### src/rtl/wsfd_pkg.sv
`default_nettype none
package wsfd_pkg;

	// parser phases
	localparam logic [2:0] PH_HDR1    = 3'd0;
	localparam logic [2:0] PH_HDR2    = 3'd1;
	localparam logic [2:0] PH_EXTLEN  = 3'd2;
	localparam logic [2:0] PH_KEY     = 3'd3;
	localparam logic [2:0] PH_PAYLOAD = 3'd4;
	localparam logic [2:0] PH_DROP    = 3'd5;

	// result kinds
	localparam logic [1:0] KIND_HEADER  = 2'd0;
	localparam logic [1:0] KIND_PAYLOAD = 2'd1;
	localparam logic [1:0] KIND_ERROR   = 2'd2;

	// opcode classes
	localparam logic [1:0] ACT_FORWARD = 2'd0;
	localparam logic [1:0] ACT_CLOSE   = 2'd1;
	localparam logic [1:0] ACT_REJECT  = 2'd2;
	localparam logic [1:0] ACT_UNKNOWN = 2'd3;

	localparam logic [6:0] LEN_CODE_16 = 7'd126;
	localparam logic [6:0] LEN_CODE_64 = 7'd127;

	localparam logic [3:0] EXT_BYTES_16 = 4'd2;
	localparam logic [3:0] EXT_BYTES_64 = 4'd8;
	localparam logic [3:0] KEY_BYTES    = 4'd4;

	localparam logic [3:0] OP_CLOSE = 4'd8;
	localparam logic [3:0] OP_PING  = 4'd9;
	localparam logic [3:0] OP_PONG  = 4'd10;

	typedef struct packed {
		logic [1:0]  kind;
		logic [1:0]  action;
		logic [3:0]  opcode;
		logic        fin;
		logic [63:0] payload_length;
		logic [7:0]  data;
		logic        last;
	} result_t;

	function automatic logic [1:0] classify(input logic [3:0] op);
		logic [1:0] act;
		if (op <= 4'd2)
			act = ACT_FORWARD;
		else if (op == OP_CLOSE)
			act = ACT_CLOSE;
		else if (op == OP_PING || op == OP_PONG)
			act = ACT_REJECT;
		else
			act = ACT_UNKNOWN;
		return act;
	endfunction

endpackage
`default_nettype wire

### src/rtl/wsfd_parser.sv
`default_nettype none
module wsfd_parser (
	input  wire logic              clk,
	input  wire logic              arst_n,
	input  wire logic              in_valid,
	output logic                   in_ready,
	input  wire logic [7:0]        in_byte,
	input  wire logic              room,
	output logic                   res_load,
	output wsfd_pkg::result_t      res
);

	logic        valid_s1;
	logic [7:0]  byte_s1;
	logic        go;

	logic [2:0]  phase_q, phase_d;
	logic [3:0]  ext_left_q, ext_left_d;
	logic [63:0] len_q, len_d;
	logic [31:0] key_q, key_d;
	logic [1:0]  kidx_q, kidx_d;
	logic [63:0] remain_q, remain_d;
	logic [3:0]  op_q, op_d;
	logic        fin_q, fin_d;
	logic        halted_q, halted_d;
	logic        emit;

	assign go       = valid_s1 & room;
	assign in_ready = ~valid_s1 | room;
	assign res_load = go & emit;

	always_ff @(posedge clk or negedge arst_n) begin
		if (!arst_n) begin
			valid_s1 <= 1'b0;
		end else if (in_ready) begin
			valid_s1 <= in_valid;
		end
	end

	always_ff @(posedge clk) begin
		if (in_ready && in_valid) begin
			byte_s1 <= in_byte;
		end
	end

	always_comb begin
		logic [1:0] act;
		logic [7:0] kb;
		logic       fin_last;
		phase_d    = phase_q;
		ext_left_d = ext_left_q;
		len_d      = len_q;
		key_d      = key_q;
		kidx_d     = kidx_q;
		remain_d   = remain_q;
		op_d       = op_q;
		fin_d      = fin_q;
		halted_d   = halted_q;
		emit       = 1'b0;
		act        = wsfd_pkg::classify(op_q);
		kb         = key_q[5'd31 - {kidx_q, 3'b000} -: 8];
		fin_last   = (remain_q == 64'd1);
		res.kind           = wsfd_pkg::KIND_ERROR;
		res.action         = wsfd_pkg::ACT_REJECT;
		res.opcode         = op_q;
		res.fin            = fin_q;
		res.payload_length = 64'd0;
		res.data           = 8'd0;
		res.last           = 1'b0;
		if (!halted_q) begin
			case (phase_q)
				wsfd_pkg::PH_HDR1: begin
					fin_d      = byte_s1[7];
					op_d       = byte_s1[3:0];
					len_d      = 64'd0;
					key_d      = 32'd0;
					res.opcode = byte_s1[3:0];
					res.fin    = byte_s1[7];
					if (byte_s1[6:4] != 3'b000) begin
						halted_d = 1'b1;
						emit     = 1'b1;
					end else begin
						phase_d = wsfd_pkg::PH_HDR2;
					end
				end
				wsfd_pkg::PH_HDR2: begin
					if (!byte_s1[7]) begin
						halted_d = 1'b1;
						emit     = 1'b1;
					end else if (byte_s1[6:0] == wsfd_pkg::LEN_CODE_16 ||
							byte_s1[6:0] == wsfd_pkg::LEN_CODE_64) begin
						len_d      = 64'd0;
						ext_left_d = (byte_s1[6:0] == wsfd_pkg::LEN_CODE_16) ?
							wsfd_pkg::EXT_BYTES_16 : wsfd_pkg::EXT_BYTES_64;
						phase_d    = wsfd_pkg::PH_EXTLEN;
					end else begin
						len_d      = {57'd0, byte_s1[6:0]};
						ext_left_d = wsfd_pkg::KEY_BYTES;
						phase_d    = wsfd_pkg::PH_KEY;
					end
				end
				wsfd_pkg::PH_EXTLEN: begin
					len_d = {len_q[55:0], byte_s1};
					if (ext_left_q == 4'd1) begin
						ext_left_d = wsfd_pkg::KEY_BYTES;
						phase_d    = wsfd_pkg::PH_KEY;
					end else begin
						ext_left_d = ext_left_q - 4'd1;
					end
				end
				wsfd_pkg::PH_KEY: begin
					key_d      = {key_q[23:0], byte_s1};
					ext_left_d = ext_left_q - 4'd1;
					if (ext_left_q == 4'd1) begin
						// header complete
						remain_d           = len_q;
						kidx_d             = 2'd0;
						emit               = 1'b1;
						res.payload_length = len_q;
						if (act == wsfd_pkg::ACT_REJECT) begin
							halted_d = 1'b1;
						end else if (len_q == 64'd0) begin
							if (act == wsfd_pkg::ACT_CLOSE)
								halted_d = 1'b1;
							phase_d    = wsfd_pkg::PH_HDR1;
							res.kind   = wsfd_pkg::KIND_HEADER;
							res.action = act;
							res.last   = 1'b1;
						end else begin
							phase_d    = (act == wsfd_pkg::ACT_UNKNOWN) ?
								wsfd_pkg::PH_DROP : wsfd_pkg::PH_PAYLOAD;
							res.kind   = wsfd_pkg::KIND_HEADER;
							res.action = act;
						end
					end
				end
				wsfd_pkg::PH_PAYLOAD: begin
					kidx_d             = kidx_q + 2'd1;
					remain_d           = remain_q - 64'd1;
					emit               = 1'b1;
					res.kind           = wsfd_pkg::KIND_PAYLOAD;
					res.action         = act;
					res.payload_length = len_q;
					res.data           = byte_s1 ^ kb;
					res.last           = fin_last;
					if (fin_last) begin
						if (act == wsfd_pkg::ACT_CLOSE)
							halted_d = 1'b1;
						phase_d = wsfd_pkg::PH_HDR1;
					end
				end
				wsfd_pkg::PH_DROP: begin
					remain_d = remain_q - 64'd1;
					if (fin_last)
						phase_d = wsfd_pkg::PH_HDR1;
				end
				default: begin
					phase_d = wsfd_pkg::PH_HDR1;
				end
			endcase
		end
	end

	always_ff @(posedge clk or negedge arst_n) begin
		if (!arst_n) begin
			phase_q    <= wsfd_pkg::PH_HDR1;
			ext_left_q <= 4'd0;
			len_q      <= 64'd0;
			key_q      <= 32'd0;
			kidx_q     <= 2'd0;
			remain_q   <= 64'd0;
			op_q       <= 4'd0;
			fin_q      <= 1'b0;
			halted_q   <= 1'b0;
		end else if (go) begin
			phase_q    <= phase_d;
			ext_left_q <= ext_left_d;
			len_q      <= len_d;
			key_q      <= key_d;
			kidx_q     <= kidx_d;
			remain_q   <= remain_d;
			op_q       <= op_d;
			fin_q      <= fin_d;
			halted_q   <= halted_d;
		end
	end

endmodule
`default_nettype wire

### src/rtl/wsfd_out_reg.sv
`default_nettype none
module wsfd_out_reg (
	input  wire logic              clk,
	input  wire logic              arst_n,
	input  wire logic              res_load,
	input  wire wsfd_pkg::result_t res,
	output logic                   room,
	output logic                   out_valid,
	input  wire logic              out_ready,
	output wsfd_pkg::result_t      res_q
);

	logic out_valid_q;

	assign room      = ~out_valid_q | out_ready;
	assign out_valid = out_valid_q;

	always_ff @(posedge clk or negedge arst_n) begin
		if (!arst_n) begin
			out_valid_q <= 1'b0;
		end else if (room) begin
			out_valid_q <= res_load;
		end
	end

	always_ff @(posedge clk) begin
		if (res_load) begin
			res_q <= res;
		end
	end

endmodule
`default_nettype wire

### src/rtl/websocket_frame_deframer.sv
// WebSocket receive-side frame deframer.
// Input channel: in_valid/in_ready/in_byte, one received stream byte per beat.
// Output channel: out_valid/out_ready with kind, action, opcode, fin,
// payload_length, data and last. A beat is a header result (last header
// byte), an unmasked payload byte, or a protocol error; most header bytes
// and dropped payload bytes give no output beat.
// Throughput: one input byte per cycle while the receiver keeps taking beats.
// Path: each accepted byte is held in the input register, and its result is
// then loaded into the result register, from which the receiver takes it.
// Reset: arst_n clears the input and output valids and returns the parser to
// waiting for the first header byte with all frame state cleared.
// Stall: while a result waits and out_ready is low, the input register
// holds one more byte and then in_ready drops; nothing is lost.
// After a protocol error, or once a close frame completes, every later byte
// is taken and discarded until reset.
`default_nettype none
module websocket_frame_deframer (
	input  wire logic        clk,
	input  wire logic        arst_n,
	input  wire logic        in_valid,
	output logic             in_ready,
	input  wire logic [7:0]  in_byte,
	output logic             out_valid,
	input  wire logic        out_ready,
	output logic [1:0]       kind,
	output logic [1:0]       action,
	output logic [3:0]       opcode,
	output logic             fin,
	output logic [63:0]      payload_length,
	output logic [7:0]       data,
	output logic             last
);

	logic              room;
	logic              res_load;
	wsfd_pkg::result_t res;
	wsfd_pkg::result_t res_q;

	// parse one byte per cycle, while the output has room, against the frame state
	wsfd_parser u_parser (
		.clk      (clk),
		.arst_n   (arst_n),
		.in_valid (in_valid),
		.in_ready (in_ready),
		.in_byte  (in_byte),
		.room     (room),
		.res_load (res_load),
		.res      (res)
	);

	// hold the result until the receiver takes it
	wsfd_out_reg u_out (
		.clk       (clk),
		.arst_n    (arst_n),
		.res_load  (res_load),
		.res       (res),
		.room      (room),
		.out_valid (out_valid),
		.out_ready (out_ready),
		.res_q     (res_q)
	);

	assign kind           = res_q.kind;
	assign action         = res_q.action;
	assign opcode         = res_q.opcode;
	assign fin            = res_q.fin;
	assign payload_length = res_q.payload_length;
	assign data           = res_q.data;
	assign last           = res_q.last;

endmodule
`default_nettype wire
### config.mk
export PLATFORM = sky130hd
export DESIGN_NAME = websocket_frame_deframer
export DESIGN_NICKNAME = d
export VERILOG_FILES = /design/src/rtl/wsfd_pkg.sv /design/src/rtl/wsfd_parser.sv /design/src/rtl/wsfd_out_reg.sv /design/src/rtl/websocket_frame_deframer.sv
export SDC_FILE = /design/constraint.sdc
export NUM_CORES = 1
export LEC_CHECK = 0
export BUFFER_PORTS_ARGS = -buffer_cell sky130_fd_sc_hd__buf_4
export CORE_ASPECT_RATIO = 2
export CORE_UTILIZATION = 40
export DETAILED_ROUTE_END_ITERATION = 16
export GPL_ROUTABILITY_DRIVEN = 0
export PLACE_DENSITY_LB_ADDON = 0.1
export SLEW_MARGIN = 40
export SYNTH_ARGS = -nofsm -noshare
export SYNTH_HDL_FRONTEND = slang
export SYNTH_SLANG_ARGS = --single-unit
### constraint.sdc
create_clock -name clk -period 12.3 [get_ports clk]
set_input_delay 1.23 -clock clk [delete_from_list [all_inputs] [get_ports clk]]
set_output_delay 1.23 -clock clk [all_outputs]
set_load 0.005 [all_outputs]
==> qor.yml <==
outcome: "finished clean"
async_flop_share_pct: 66.3
grt_pass1_vias: 9634
power.density_nw_per_um2: 158
final_nets: 1318
critical_path_class: "flip-flop to flip-flop"
hold_start: "u_parser.key_q[8]$_DFFE_PN0P_"
grt_pass1_wl_um: 56100
synth_area_sq_um: 12700
cp_cell_sequence: "nor4_1 > nand4_1 > or3_1 > nor4_1 > mux2i_1 > nand3_1"
start_util_pct: 40.6
hold_path_class: "flip-flop to flip-flop"
worstMarginPinSlew_ns: 0.802
cp.required_ns: 12.72
setup_viol: 0
ys_types: 74
ys_seq_area_share_pct: 56.0
ys_warn_count: 0
layout_min_cycle_time_ns: 3.12
drt_iter0_drc: 672
final_core_util_pct: 46.7
cts_resized: 0
ant_nets: 0
slew-limit-headroom_pct: 46.1
io_pins: 96
antenna_found_initial: 0
hold_ws_ns: 0.494
fp.dieH_um: 254
worstPathMaxFanout: 9
top_usage_layer: "met2"
core_sq_um: 31400
cts-root-buf: "clkbuf_16"
numPortBuffers: 95
chipWidth_um: 128
syn_nets: 1262
synthTopCellsByArea: "dfrtp_1, edfxtp_1, nand2_1, o21ai_0, and2_1"
slowest_delay_ns: 0.63
grt_max_degree: 66
max_cap_viol_count: 0
synth_edf_count: 90
cpLargestDelayFamily: "simple AND/OR/NAND/NOR gates"
cp.buffers_inverters: 0
final_common_cell: "nand2_1"
critPathLaunch: "u_parser.remain_q[21]$_DFFE_PN0P_"
ir_worst_vdd_uv: 89.5
fin_worst_skew_ns: 0.0179
synth_area_leader_cell: "dfrtp_1"
drive_above_1_share_pct: 15.9
rsz0062_at_grt: "false"
drcViolationCount: 0
area_delta_synth_final_pct: 15.1
wl_per_cell_um: 20.5
crit_path_top_delay_cell: "nor4_1"
dp_hpwl_um: 24900
placementRows: 92
first_pass_iters: 5
postCtsSetupRepairBufs: 0
slew_violations: 0
totalPowerFinal_mw: 2.32
gr-usage-met2_pct: 41.4
crit_top_cell: "nor4_1"
worst_slack_ns: 9.18
syn_inst: 1246
fmax_mhz: 320
cts_made_buffers: 25
cts_tree: "yes"
antenna_cells: 0
avgSynthCellArea_sq_um: 10.2
crit_arrival_ns: 3.55
grt.overflow.total: 0
p_leak_nw: 5.86
layout_common_cells: "nand2_1, dfrtp_1, buf_4, o21ai_0, edfxtp_1"
hold_violations: 0
vias: 9844
start_kind: "flip-flop"
crit_path_end_kind: "flip-flop"
via_per_inst: 5.64
grt_use_met1_pct: 25.0
postCtsHoldBufs: 0
clock-sinks: 267
ctsHtreeMaxLevel: 1
cts_buffer_depth: 3
grt_usage_pct: 22.5
cts.clk_slew.worst_paths_ns: 0.07
ys.flop_type: "dfrtp_1"
r2r_start: "u_parser.remain_q[21]$_DFFE_PN0P_"
ys_ff_latch: 267
setup_tns_ns: 0
clkLatencyLatePin_ns: 0.55
met3_usage_pct: 2.31
routed_wl_um: 35800
min_period_over_period_pct: 25.4
synth_top_area_share_pct: 34.8
die-area_sq_um: 32600
pre_cts_ws_ns: 8.63
area by class of cell:
| type | instances | area [sq um] |
|---|---|---|
| fillers | 3010 | 16800 |
| flip-flops and latches | 267 | 7130 |
| multi-input cells | 887 | 5300 |
| repair buffers | 113 | 903 |
| clock buffers | 32 | 673 |
| well taps | 423 | 529 |
| clock inverters | 14 | 103 |
| inverters | 8 | 30.0 |
synth_stat cells, drive strengths merged (29+ instances only):
cell,number
nand3,29
nor2,74
a22o,35
and2,68
nor4,41
nand2,191
or3,31
clkbuf,72
nor3,44
dfrtp,177
o21ai,105
a21oi,68
edfxtp,90
registers in the layout (all words and copies together) (netlist names):
register / flops
u_parser.ext_left_q: 4
u_parser.valid_s1: 1
u_parser.byte_s1: 8
u_parser.remain_q: 64
u_parser.kidx_q: 2
u_parser.key_q: 32
u_parser.fin_q: 1
u_parser.phase_q: 3
u_parser.len_q: 64
u_parser.op_q: 4
u_parser.halted_q: 1
u_out.out_valid: 1
u_out.res_q: 82
final timing paths:
check                      cells past startpoint  slack [ns]                                 to
setup / recovery                               6        9.18  u_parser.remain_q[60]$_DFFE_PN0P_
min in group asynchronous                      1        0.63     u_parser.len_q[14]$_DFFE_PN0P_
max in group asynchronous                      3       10.02  u_parser.remain_q[34]$_DFFE_PN0P_
setup reg to reg                               6        9.18  u_parser.remain_q[60]$_DFFE_PN0P_
hold / removal                                 2        0.49      u_parser.key_q[8]$_DFFE_PN0P_
hold reg to reg                                2        0.49      u_parser.key_q[8]$_DFFE_PN0P_
per-stage QoR:
step,cell area (sq um),cells
global route,14700,1744
finish,14700,1744
detailed placement,13900,1697
global placement,13800,1693
floorplan,12700,1246
CTS,14700,1743
where the power goes:
group          internal (mW)  switching [mW]  leakage (nW)
clock                  0.410           0.350         0.377
sequential              1.01           0.131          3.27
combinational          0.173           0.251          2.21
per-layer routing:
| layer | up-vias | share of wire [%] |
|---|---|---|
| li1 | 4693 | - |
| met1 | 4769 | 37 |
| met2 | 284 | 53 |
| met3 | 98 | 3.9 |
| met4 | 0 | 5.7 |
| met5 | - | 0 |
worst reg2reg max path, cell delays in order, from the launching register on:
cell     delay, ns
dfrtp_1       0.46
nor4_1        0.63
nand4_1       0.54
or3_1         0.62
nor4_1        0.43
mux2i_1       0.24
nand3_1       0.08
cell families (layout without fill, tap and decap cells):
group / Yosys count / after routing / share of synthesized area, %
AND/OR/NAND/NOR: 549 / 549 / 22.2
AO/OA/AOI/OAI: 302 / 302 / 15.0
flip-flops: 267 / 267 / 56.0
buffers and inverters: 92 / 167 / 3.13
multiplexers: 22 / 22 / 2.61
XOR/XNOR: 9 / 9 / 0.619
adder cells (fa/ha/maj): 5 / 5 / 0.471
(Power assumes the default switching activity.)
